**src/stl_pkg.sv**
```systemverilog
// Shared types, token kind codes and character helper functions for the source token lexer.
// Used by stl_front, stl_queue and source_token_lexer. Depends on nothing else.
package stl_pkg;

  localparam int QUEUE_DEPTH = 8;
  localparam int MAX_TOKENS = 3;

  localparam logic [4:0] TK_EOF     = 5'd0;
  localparam logic [4:0] TK_ERROR   = 5'd1;
  localparam logic [4:0] TK_IDENT   = 5'd2;
  localparam logic [4:0] TK_NUMBER  = 5'd3;
  localparam logic [4:0] TK_TYPE    = 5'd4;
  localparam logic [4:0] TK_FN      = 5'd5;
  localparam logic [4:0] TK_LPAREN  = 5'd6;
  localparam logic [4:0] TK_RPAREN  = 5'd7;
  localparam logic [4:0] TK_LBRACE  = 5'd8;
  localparam logic [4:0] TK_RBRACE  = 5'd9;
  localparam logic [4:0] TK_LBRACK  = 5'd10;
  localparam logic [4:0] TK_RBRACK  = 5'd11;
  localparam logic [4:0] TK_COMMA   = 5'd12;
  localparam logic [4:0] TK_DOT     = 5'd13;
  localparam logic [4:0] TK_LT      = 5'd14;
  localparam logic [4:0] TK_LE      = 5'd15;
  localparam logic [4:0] TK_GT      = 5'd16;
  localparam logic [4:0] TK_GE      = 5'd17;
  localparam logic [4:0] TK_ASSIGN  = 5'd18;
  localparam logic [4:0] TK_EQ      = 5'd19;
  localparam logic [4:0] TK_BANG    = 5'd20;
  localparam logic [4:0] TK_NE      = 5'd21;
  localparam logic [4:0] TK_PLUS    = 5'd22;
  localparam logic [4:0] TK_MINUS   = 5'd23;
  localparam logic [4:0] TK_ARROW   = 5'd24;
  localparam logic [4:0] TK_STAR    = 5'd25;
  localparam logic [4:0] TK_SLASH   = 5'd26;
  localparam logic [4:0] TK_PERCENT = 5'd27;
  localparam logic [4:0] TK_AMP     = 5'd28;
  localparam logic [4:0] TK_PIPE    = 5'd29;
  localparam logic [4:0] TK_CARET   = 5'd30;

  localparam logic [2:0] KW_NONE = 3'd0;
  localparam logic [2:0] KW_T    = 3'd1;
  localparam logic [2:0] KW_TY   = 3'd2;
  localparam logic [2:0] KW_TYP  = 3'd3;
  localparam logic [2:0] KW_TYPE = 3'd4;
  localparam logic [2:0] KW_F    = 3'd5;
  localparam logic [2:0] KW_FN   = 3'd6;

  localparam logic [2:0] OP_NONE  = 3'd0;
  localparam logic [2:0] OP_LT    = 3'd1;
  localparam logic [2:0] OP_GT    = 3'd2;
  localparam logic [2:0] OP_EQ    = 3'd3;
  localparam logic [2:0] OP_BANG  = 3'd4;
  localparam logic [2:0] OP_MINUS = 3'd5;

  typedef enum logic [2:0] {
    MODE_IDLE    = 3'd0,
    MODE_IDENT   = 3'd1,
    MODE_INT     = 3'd2,
    MODE_DOT     = 3'd3,
    MODE_FRAC    = 3'd4,
    MODE_COMMENT = 3'd5,
    MODE_OP      = 3'd6
  } mode_t;

  typedef struct packed {
    logic [15:0] column;
    logic [15:0] line;
    logic [15:0] length;
    logic [31:0] offset;
    logic [4:0]  kind;
    logic        last;
  } token_t;

  typedef struct packed {
    logic [1:0]               count;
    token_t [MAX_TOKENS-1:0]  tokens;
  } push_t;

  function automatic logic is_digit(input logic [7:0] c);
    return (c >= 8'h30) && (c <= 8'h39);
  endfunction

  function automatic logic is_alpha(input logic [7:0] c);
    return ((c >= 8'h61) && (c <= 8'h7a)) || ((c >= 8'h41) && (c <= 8'h5a)) || (c == 8'h5f);
  endfunction

  function automatic logic [4:0] single_kind(input logic [7:0] c);
    unique case (c)
      8'h28: return TK_LPAREN;
      8'h29: return TK_RPAREN;
      8'h7b: return TK_LBRACE;
      8'h7d: return TK_RBRACE;
      8'h5b: return TK_LBRACK;
      8'h5d: return TK_RBRACK;
      8'h2c: return TK_COMMA;
      8'h2e: return TK_DOT;
      8'h2b: return TK_PLUS;
      8'h2a: return TK_STAR;
      8'h2f: return TK_SLASH;
      8'h25: return TK_PERCENT;
      8'h26: return TK_AMP;
      8'h7c: return TK_PIPE;
      8'h5e: return TK_CARET;
      default: return TK_EOF;
    endcase
  endfunction

  function automatic logic [2:0] op_code(input logic [7:0] c);
    unique case (c)
      8'h3c: return OP_LT;
      8'h3e: return OP_GT;
      8'h3d: return OP_EQ;
      8'h21: return OP_BANG;
      8'h2d: return OP_MINUS;
      default: return OP_NONE;
    endcase
  endfunction

  function automatic logic [4:0] op_one(input logic [2:0] p);
    unique case (p)
      OP_LT: return TK_LT;
      OP_GT: return TK_GT;
      OP_EQ: return TK_ASSIGN;
      OP_BANG: return TK_BANG;
      OP_MINUS: return TK_MINUS;
      default: return TK_ERROR;
    endcase
  endfunction

  function automatic logic [4:0] op_two(input logic [2:0] p);
    unique case (p)
      OP_LT: return TK_LE;
      OP_GT: return TK_GE;
      OP_EQ: return TK_EQ;
      OP_BANG: return TK_NE;
      OP_MINUS: return TK_ARROW;
      default: return TK_ERROR;
    endcase
  endfunction

  function automatic logic [7:0] op_second(input logic [2:0] p);
    unique case (p)
      OP_LT, OP_GT, OP_EQ, OP_BANG: return 8'h3d;
      OP_MINUS: return 8'h3e;
      default: return 8'h00;
    endcase
  endfunction

  function automatic logic [2:0] kw_next(input logic [2:0] p, input logic [7:0] c);
    if (p == KW_T && c == 8'h79) return KW_TY;
    if (p == KW_TY && c == 8'h70) return KW_TYP;
    if (p == KW_TYP && c == 8'h65) return KW_TYPE;
    if (p == KW_F && c == 8'h6e) return KW_FN;
    return KW_NONE;
  endfunction

  function automatic logic [15:0] sat16(input logic [15:0] a, input logic [15:0] b);
    logic [16:0] s;
    s = {1'b0, a} + {1'b0, b};
    return s[16] ? 16'hffff : s[15:0];
  endfunction

endpackage

```
**src/source_token_lexer.sv**
```systemverilog
// Top level of the source token lexer: stream ports, front end and token queue.
// Depends on stl_pkg, stl_front and stl_queue.
// With an empty queue, an item's first token can be taken in the cycle after its transfer.
// Throughput: one item per cycle while the token queue has three or more free entries;
// otherwise the input stalls, since one item can give up to three tokens.
// Reset (rst, synchronous): empties the queue and restores line and column 1, offset 0, tab 4.
module source_token_lexer #(
  parameter int QUEUE_DEPTH = stl_pkg::QUEUE_DEPTH
) (
  input  logic        clk,
  input  logic        rst,
  input  logic        s_axis_tvalid,
  output logic        s_axis_tready,
  input  logic [7:0]  s_axis_tdata,   // byte_value
  input  logic        s_axis_tuser,   // kind
  output logic        m_axis_tvalid,
  input  logic        m_axis_tready,
  output logic [87:0] m_axis_tdata,   // token_kind, token_offset, token_length, start_line,
                                      // start_column, zero fill
  output logic        m_axis_tlast,   // last_of_run
  input  logic        cfg_we,
  input  logic [4:0]  cfg_wdata
);

  stl_pkg::push_t push;
  stl_pkg::token_t head;
  logic space, nonempty, s_xfer;
  logic [$clog2(QUEUE_DEPTH+1)-1:0] level;

  assign s_axis_tready = space;
  assign s_xfer = s_axis_tvalid && space;

  stl_front u_front (
    .clk        (clk),
    .rst        (rst),
    .accept     (s_xfer),
    .end_item   (s_axis_tuser),
    .byte_value (s_axis_tdata),
    .cfg_we     (cfg_we),
    .cfg_wdata  (cfg_wdata),
    .push       (push)
  );

  stl_queue #(.DEPTH(QUEUE_DEPTH)) u_queue (
    .clk      (clk),
    .rst      (rst),
    .push     (push),
    .pop      (m_axis_tvalid && m_axis_tready),
    .space    (space),
    .nonempty (nonempty),
    .level    (level),
    .head     (head)
  );

  assign m_axis_tvalid = nonempty;
  assign m_axis_tdata = {3'b000, head.column, head.line, head.length, head.offset, head.kind};
  assign m_axis_tlast = head.last;

`ifndef ASSERT_OFF
  a_level_bound: assert property (@(posedge clk) disable iff (rst)
    level <= ($clog2(QUEUE_DEPTH+1))'(QUEUE_DEPTH))
    else $error("token queue overflow");
  a_end_gives_token: assert property (@(posedge clk) disable iff (rst)
    s_axis_tvalid && s_axis_tready && s_axis_tuser |=> m_axis_tvalid)
    else $error("end item produced no token");
  a_push_has_last: assert property (@(posedge clk) disable iff (rst)
    push.count != 2'd0 |-> push.tokens[push.count - 2'd1].last)
    else $error("token run without last mark");
`endif

endmodule

```
**src/stl_front.sv**
```systemverilog
// Front end of the source token lexer: accepts items, runs the scanner state and
// produces up to three tokens per item. Depends on stl_pkg.
module stl_front (
  input  logic                 clk,
  input  logic                 rst,
  input  logic                 accept,
  input  logic                 end_item,
  input  logic [7:0]           byte_value,
  input  logic                 cfg_we,
  input  logic [4:0]           cfg_wdata,
  output stl_pkg::push_t       push
);

  stl_pkg::mode_t mode, mode_next;
  logic [2:0]  pend, pend_next, kwp, kwp_next;
  logic [31:0] pos, pos_next, tso, tso_next;
  logic [15:0] line, line_next, col, col_next;
  logic [15:0] tsl, tsl_next, tsc, tsc_next, tbc, tbc_next;
  logic [4:0]  tab_width;

  always_ff @(posedge clk) begin
    if (rst) begin
      tab_width <= 5'd4;
      mode <= stl_pkg::MODE_IDLE;
      pend <= stl_pkg::OP_NONE;
      kwp <= stl_pkg::KW_NONE;
      pos <= '0;
      line <= 16'd1;
      col <= 16'd1;
      tso <= '0;
      tsl <= 16'd1;
      tsc <= 16'd1;
      tbc <= '0;
    end else begin
      if (cfg_we) tab_width <= cfg_wdata;
      if (accept) begin
        mode <= mode_next;
        pend <= pend_next;
        kwp <= kwp_next;
        pos <= pos_next;
        line <= line_next;
        col <= col_next;
        tso <= tso_next;
        tsl <= tsl_next;
        tsc <= tsc_next;
        tbc <= tbc_next;
      end
    end
  end

  always_comb begin
    logic [1:0]  n;
    logic        dot_adv, do_start, adv_b;
    logic [31:0] pos_a;
    logic [15:0] col_a;
    logic [4:0]  kw_kind, sk;
    logic [2:0]  oc;
    n = '0;
    dot_adv = 1'b0;
    do_start = 1'b0;
    adv_b = 1'b0;
    push = '0;
    mode_next = mode;
    pend_next = pend;
    kwp_next = kwp;
    tso_next = tso;
    tsl_next = tsl;
    tsc_next = tsc;
    tbc_next = tbc;
    kw_kind = (kwp == stl_pkg::KW_TYPE) ? stl_pkg::TK_TYPE :
              (kwp == stl_pkg::KW_FN) ? stl_pkg::TK_FN : stl_pkg::TK_IDENT;
    sk = stl_pkg::single_kind(byte_value);
    oc = stl_pkg::op_code(byte_value);

    if (end_item) begin
      unique case (mode)
        stl_pkg::MODE_IDENT: begin
          push.tokens[n] = '{tsc, tsl, tbc, tso, kw_kind, 1'b0};
          n = n + 2'd1;
        end
        stl_pkg::MODE_INT, stl_pkg::MODE_FRAC: begin
          push.tokens[n] = '{tsc, tsl, tbc, tso, stl_pkg::TK_NUMBER, 1'b0};
          n = n + 2'd1;
        end
        stl_pkg::MODE_DOT: begin
          push.tokens[n] = '{tsc, tsl, tbc, tso, stl_pkg::TK_NUMBER, 1'b0};
          n = n + 2'd1;
          push.tokens[n] = '{col, line, 16'd1, pos, stl_pkg::TK_DOT, 1'b0};
          n = n + 2'd1;
          dot_adv = 1'b1;
        end
        stl_pkg::MODE_OP: begin
          push.tokens[n] = '{tsc, tsl, tbc, tso, stl_pkg::op_one(pend), 1'b0};
          n = n + 2'd1;
        end
        default: begin
        end
      endcase
      mode_next = stl_pkg::MODE_IDLE;
      pend_next = stl_pkg::OP_NONE;
      kwp_next = stl_pkg::KW_NONE;
    end else begin
      unique case (mode)
        stl_pkg::MODE_IDENT: begin
          if (stl_pkg::is_alpha(byte_value) || stl_pkg::is_digit(byte_value)) begin
            tbc_next = stl_pkg::sat16(tbc, 16'd1);
            kwp_next = stl_pkg::kw_next(kwp, byte_value);
            adv_b = 1'b1;
          end else begin
            push.tokens[n] = '{tsc, tsl, tbc, tso, kw_kind, 1'b0};
            n = n + 2'd1;
            do_start = 1'b1;
          end
        end
        stl_pkg::MODE_INT, stl_pkg::MODE_FRAC: begin
          if (stl_pkg::is_digit(byte_value)) begin
            tbc_next = stl_pkg::sat16(tbc, 16'd1);
            adv_b = 1'b1;
          end else if (mode == stl_pkg::MODE_INT && byte_value == 8'h2e) begin
            mode_next = stl_pkg::MODE_DOT;
          end else begin
            push.tokens[n] = '{tsc, tsl, tbc, tso, stl_pkg::TK_NUMBER, 1'b0};
            n = n + 2'd1;
            do_start = 1'b1;
          end
        end
        stl_pkg::MODE_DOT: begin
          dot_adv = 1'b1;
          if (stl_pkg::is_digit(byte_value)) begin
            tbc_next = stl_pkg::sat16(tbc, 16'd2);
            adv_b = 1'b1;
            mode_next = stl_pkg::MODE_FRAC;
          end else begin
            push.tokens[n] = '{tsc, tsl, tbc, tso, stl_pkg::TK_NUMBER, 1'b0};
            n = n + 2'd1;
            push.tokens[n] = '{col, line, 16'd1, pos, stl_pkg::TK_DOT, 1'b0};
            n = n + 2'd1;
            do_start = 1'b1;
          end
        end
        stl_pkg::MODE_OP: begin
          pend_next = stl_pkg::OP_NONE;
          if (pend != stl_pkg::OP_NONE && byte_value == stl_pkg::op_second(pend)) begin
            tbc_next = 16'd2;
            push.tokens[n] = '{tsc, tsl, 16'd2, tso, stl_pkg::op_two(pend), 1'b0};
            n = n + 2'd1;
            adv_b = 1'b1;
            mode_next = stl_pkg::MODE_IDLE;
          end else begin
            push.tokens[n] = '{tsc, tsl, tbc, tso, stl_pkg::op_one(pend), 1'b0};
            n = n + 2'd1;
            do_start = 1'b1;
          end
        end
        stl_pkg::MODE_COMMENT: begin
          adv_b = 1'b1;
          if (byte_value == 8'h0a) mode_next = stl_pkg::MODE_IDLE;
        end
        default: begin
          do_start = 1'b1;
        end
      endcase
    end

    pos_a = (dot_adv && pos != 32'hffffffff) ? pos + 32'd1 : pos;
    col_a = dot_adv ? stl_pkg::sat16(col, 16'd1) : col;

    if (do_start) begin
      adv_b = 1'b1;
      mode_next = stl_pkg::MODE_IDLE;
      if (byte_value == 8'h20 || byte_value == 8'h09 || byte_value == 8'h0a) begin
        mode_next = stl_pkg::MODE_IDLE;
      end else if (byte_value == 8'h23) begin
        mode_next = stl_pkg::MODE_COMMENT;
      end else if (sk != stl_pkg::TK_EOF) begin
        push.tokens[n] = '{col_a, line, 16'd1, pos_a, sk, 1'b0};
        n = n + 2'd1;
      end else if (oc != stl_pkg::OP_NONE || stl_pkg::is_alpha(byte_value) ||
                   stl_pkg::is_digit(byte_value)) begin
        tso_next = pos_a;
        tsl_next = line;
        tsc_next = col_a;
        tbc_next = 16'd1;
        if (oc != stl_pkg::OP_NONE) begin
          pend_next = oc;
          mode_next = stl_pkg::MODE_OP;
        end else if (stl_pkg::is_alpha(byte_value)) begin
          kwp_next = (byte_value == 8'h74) ? stl_pkg::KW_T :
                     (byte_value == 8'h66) ? stl_pkg::KW_F : stl_pkg::KW_NONE;
          mode_next = stl_pkg::MODE_IDENT;
        end else begin
          mode_next = stl_pkg::MODE_INT;
        end
      end else begin
        push.tokens[n] = '{col_a, line, 16'd1, pos_a, stl_pkg::TK_ERROR, 1'b0};
        n = n + 2'd1;
      end
    end

    if (end_item) begin
      push.tokens[n] = '{col_a, line, 16'd0, pos_a, stl_pkg::TK_EOF, 1'b0};
      n = n + 2'd1;
    end

    if (adv_b && !end_item) begin
      pos_next = (pos_a != 32'hffffffff) ? pos_a + 32'd1 : pos_a;
      if (byte_value == 8'h0a) begin
        line_next = stl_pkg::sat16(line, 16'd1);
        col_next = 16'd1;
      end else if (byte_value == 8'h09) begin
        line_next = line;
        col_next = stl_pkg::sat16(col_a, {11'd0, tab_width});
      end else begin
        line_next = line;
        col_next = stl_pkg::sat16(col_a, 16'd1);
      end
    end else begin
      pos_next = pos_a;
      line_next = line;
      col_next = col_a;
    end

    if (n != 2'd0) push.tokens[n - 2'd1].last = 1'b1;
    push.count = accept ? n : 2'd0;
  end

endmodule

```
**src/stl_queue.sv**
```systemverilog
// Token queue and output side of the source token lexer: takes up to three tokens
// a cycle from the front end and hands out one per transfer. Depends on stl_pkg.
module stl_queue #(
  parameter int DEPTH = stl_pkg::QUEUE_DEPTH
) (
  input  logic                       clk,
  input  logic                       rst,
  input  stl_pkg::push_t             push,
  input  logic                       pop,
  output logic                       space,
  output logic                       nonempty,
  output logic [$clog2(DEPTH+1)-1:0] level,
  output stl_pkg::token_t            head
);

  localparam int AW = $clog2(DEPTH);
  localparam int CW = $clog2(DEPTH + 1);

  stl_pkg::token_t entries [DEPTH];
  logic [AW-1:0] wr_ptr, rd_ptr;
  logic [CW-1:0] count;

  assign space = count <= CW'(DEPTH - stl_pkg::MAX_TOKENS);
  assign nonempty = count != '0;
  assign level = count;
  assign head = entries[rd_ptr];

  function automatic logic [AW-1:0] wrap(input logic [AW-1:0] p, input logic [1:0] k);
    logic [AW:0] s;
    s = {1'b0, p} + (AW+1)'(k);
    return (s >= (AW+1)'(DEPTH)) ? AW'(s - (AW+1)'(DEPTH)) : s[AW-1:0];
  endfunction

  always_ff @(posedge clk) begin
    for (int i = 0; i < stl_pkg::MAX_TOKENS; i++) begin
      if (2'(i) < push.count) entries[wrap(wr_ptr, 2'(i))] <= push.tokens[i];
    end
  end

  always_ff @(posedge clk) begin
    if (rst) begin
      wr_ptr <= '0;
      rd_ptr <= '0;
      count <= '0;
    end else begin
      wr_ptr <= wrap(wr_ptr, push.count);
      rd_ptr <= wrap(rd_ptr, {1'b0, pop});
      count <= count + CW'(push.count) - CW'(pop);
    end
  end

endmodule
```
**config.mk**
```make
export PLATFORM = sky130hd
export DESIGN_NAME = source_token_lexer
export DESIGN_NICKNAME = d
export VERILOG_FILES = /design/src/stl_pkg.sv /design/src/source_token_lexer.sv /design/src/stl_front.sv /design/src/stl_queue.sv
export SDC_FILE = /design/constraint.sdc
export NUM_CORES = 2
export LEC_CHECK = 0
export BUFFER_PORTS_ARGS = -buffer_cell sky130_fd_sc_hd__buf_2
export CAP_MARGIN = 20
export CORE_MARGIN = 2
export CORE_UTILIZATION = 35
export CTS_CLUSTER_SIZE = 14
export DETAILED_ROUTE_END_ITERATION = 6
export PLACE_DENSITY = 0.52
export RECOVER_POWER = 100
export SETUP_SLACK_MARGIN = 0.3
export SLEW_MARGIN = 20
export SYNTH_ARGS = -nofsm -noshare
export SYNTH_HDL_FRONTEND = slang
export SYNTH_SLANG_ARGS = --single-unit
export TNS_END_PERCENT = 5
```
**constraint.sdc**
```tcl
create_clock -name clk -period 9.75 [get_ports clk]
set_input_delay 0.4875 -clock clk [delete_from_list [all_inputs] [get_ports clk]]
set_output_delay 0.4875 -clock clk [all_outputs]
set_load 0.005 [all_outputs]
```
==> impl_summary.md <==
Floorplan
Once the floorplan was initialized, standard cells occupied approximately a third of the core. The die outline height is approximately 390 um. The boundary pin count is 110.

The floorplan core area is 144000 um2. The floorplan step defined a die boundary enclosing about 150000 um2. The die is just under 400 um wide. The number of standard-cell rows in the floorplan is approximately 140.

Placed design
The count of buffers added on input and output ports is 106. The global placement routability congestion is 0.899. Before CTS, the worst setup slack after placement is 2.17 ns.

Once placement completed, the tool counted placed cells totaling 6787. Once detailed placement completed, the half-perimeter wirelength came to 118000 um.

Routing
The post-route antenna net violation count is 0. The number of DRC violations after detailed-routing iteration 0 is 5397. Before antenna repair, the detailed router went through 6 iterations. The total wirelength of the detailed-routed design is 191000 um. The residual DRC count is 0. The average via count per standard cell is 6.14. Across all layers, the routed design uses 42900 vias. The final routed wire length divided by cell count is 27.3 um.

Layout
In the final layout, the share of cells above drive strength 1 is 12.9%. The area occupied by registers is 24000 um2. The most common cell after layout, fill and taps aside is nand2_1. The area growth from synthesis to layout is 10.5%. After filler insertion, the fill cell instance count of the layout stands at roughly 14000.

The finished layout holds 6988 standard cells, fillers aside. For this run, the post-layout net count is 5042. In the final layout, the multi-input gates occupy 24800 um2. In the layout the commonest cells are nand2_1 (723), edfxtp_1 (688), nor2_1 (451).

Setup path
The required time at the endpoint of the critical path is about 10 ns. Counting stages on the worst path, the most repeated cell is nand2_1. The largest individual stage delay along the critical path comes from the cell or3_1. The signal on the critical path passes through clkbuf_1 -> clkinv_1 -> nor2_1 -> nand2_1 -> a21oi_1 -> o311a_1 -> nor2_1 -> a21oi_1 -> inv_1 -> ha_1 -> nand2_1 -> nand2_1 -> or3_1 -> and2_1 -> o21ai_4 -> buf_12. STA classifies the critical path startpoint as a register. The biggest fanout along the worst timing path is 76. The path type of the worst setup path is register to register. The worst setup path is captured at a register. For the worst setup path, the data arrival time is around 8.5 ns. The largest stage delay on the critical path is around 1.5 ns.

Pwr
In this run the static leakage power is 19.9 nW. The power density of the placed cells is 202 nW/um2. The peak supply drop is just under 0.2 mV.

Hold path
The type of the worst min-delay path is input pin to register.

Logic synthesis
Yosys attributes the largest share of cell area to edfxtp_1 (41%), mux4_2 (7.6%), dfxtp_1 (6.6%). The synthesized design contains 688 enable-type register cells. The post-synthesis instance area is 50800 um2.

The async set or reset register ratio after synthesis is 0%. Counting every instance in the synthesized netlist gives between 5000 and 6000. Summed over all instances, the cell type with the most area after synthesis is edfxtp_1.

The number of warnings printed during yosys synthesis is 0. The top cell type by area accounts for 40.7% of the synthesized area. Sequential elements use around 47% of the synthesized area. The number of unique standard cell types used by synthesis is 92.

Averaged over all synthesized cells, the footprint is between 9 and 10 um2. The primary flip-flop cell chosen by synthesis mapping is edfxtp_1. In this run, synthesis produced a sequential element count of 856.

STA
The part of the cycle the worst path needs is 83.7%. The post-route worst setup slack is between 1.5 and 2 ns. Setup repair after global routing left no endpoint under its margin. The post-route clock skew is 0.0494 ns. The max-slew violation count is about 860.

The number of hold violations in the final report came to 0. The clock period could shrink to 8.16 ns. For the pin with the worst max-slew slack, the measured transition is 3.48 ns.

The worst slew margin relative to its limit is -132%. For this run, the top clock speed supported by timing is 0.123 GHz. The sum of negative setup slack is 0 ns. The count of endpoints failing setup in the final report is 0.

Global route
The initial antenna violation count is 2. The maximum number of pins on one net before global-route repair is 80. The first global-routing pass estimated 280000 um of wire. Across every metal layer, demand over resource in global routing totals roughly 25%. The total overflow left after global routing is 0. The via count of the first global-routing pass is a little over 40000.

Clocking
The buffer type at the clock tree root is clkbuf_16. The number of buffers inserted during clock tree synthesis is 101. The clock edge transition at the registers on the reported setup and hold paths is ~0.050 ns.

The tree built by TritonCTS fans out to 856 sinks. TritonCTS built the clock tree. The clock reaches the later pin of the worst-skew pair after 0.75 ns. The clock passes through at most 3 buffers. The number of instances resized during post-cts repair is 0. The deepest level of the CTS H-tree is 3.

Job
The number of maximum-capacitance violations is 24.

Status
The run finished, with violations left. The final reports fail on max-capacitance violations, max-slew violations.
## cell families after synthesis
| group | after synthesis | share of synthesized area (%) |
|---|---|---|
| compound gates | 1564 | 19.1 |
| xor+xnor | 84 | 1.45 |
| fa+ha+maj | 31 | 0.808 |
| buf+inv | 559 | 4.19 |
| flops | 856 | 47.3 |
| mux | 415 | 12.7 |
| other cells | 1 | 0.00738 |
| simple gates | 1656 | 14.5 |
## per-layer routing
metal | vias to the layer above | part of all wire, % | track usage, %
li1 | 19100 | - | -
met1 | 21500 | 43 | 35.7
met2 | 2026 | 45 | 39.2
met3 | 337 | 8.3 | 4.26
met4 | 0 | 3.2 | 8.42
met5 | - | 0 | 0
## Yosys cell counts, drive strengths merged, types with 32 or more instances
| library cell | n |
|---|---|
| nand4 | 39 |
| mux2 | 116 |
| or2 | 39 |
| o21ai | 432 |
| a21oi | 437 |
| dfxtp | 168 |
| o211ai | 158 |
| nor4 | 33 |
| mux4 | 172 |
| and3 | 32 |
| clkbuf | 454 |
| a211oi | 69 |
| buf | 57 |
| mux2i | 127 |
| nor3 | 78 |
| or3 | 35 |
| edfxtp | 688 |
| a31oi | 81 |
| a22o | 133 |
| nand2 | 725 |
| nand3 | 95 |
| nor2 | 451 |
| xnor2 | 56 |
| o22ai | 76 |
| inv | 45 |
## repair_timing
item | CTS | global route
hold endpoints to repair | 5 | 0
hold buffers | 5 | 0
buffers inserted | 0 | 0
## cell type report
| type | count | area share [%] |
|---|---|---|
| clock buffers | 149 | 4.91 |
| diodes | 5 | 0.0223 |
| multi-input cells | 3753 | 44.2 |
| inverters | 48 | 0.321 |
| well taps | 1903 | 4.24 |
| clock inverters | 42 | 1.02 |
| repair buffers | 232 | 2.45 |
| flip-flops and latches | 856 | 42.8 |
## through the flow
stage	util, %	total power, mW	hold slack [ns]	area (um2)
detailed placement	36.9	7.61	0.447	53000
finish	39.0	11.3	0.134	56200
global placement	36.9	7.58	0.442	53000
floorplan	-	6.51	0.436	50800
global route	39.0	11.8	0.117	56100
CTS	39.2	11.5	0.0981	56400
## worst paths after layout
check             slack (ns)  cells after the start                     to            start
hold reg to reg         0.45                      2         u_front.tsl[6]   u_front.tsl[6]
hold / removal          0.13                      3   u_front.tab_width[2]           cfg_we
setup / recovery        1.59                     16  u_queue.entries[6][4]  u_front.mode[1]
setup reg to reg        1.59                     16  u_queue.entries[6][4]  u_front.mode[1]
## registers in the layout, indices dropped and copies added, names as in the netlist
name,cells
u_front.col,16
u_front.tsl,16
u_front.tbc,16
u_front.kwp,3
u_front.tab_width,5
u_queue.entries,688
u_front.tso,32
u_front.pos,32
u_front.pend,3
u_queue.rd_ptr,3
u_front.tsc,16
u_front.mode,3
u_front.line,16
u_queue.wr_ptr,3
u_queue.level,4
## power breakdown
group          switching (mW)  internal (mW)  leakage [nW]
clock                    1.67           2.19          1.59
sequential              0.185           4.37          7.76
combinational            1.78           1.16          10.5
total                    3.63           7.72          19.9
## critical path, delay by kind of cell (launching register included)
family / cells / cell delay, ns
AO/OA/AOI/OAI: 4 / 1.64
adder cells (fa/ha/maj): 1 / 0.43
buffers and inverters: 4 / 1.88
flip-flops: 1 / 0.30
AND/OR/NAND/NOR: 7 / 3.51
(Power assumes the default switching activity.)
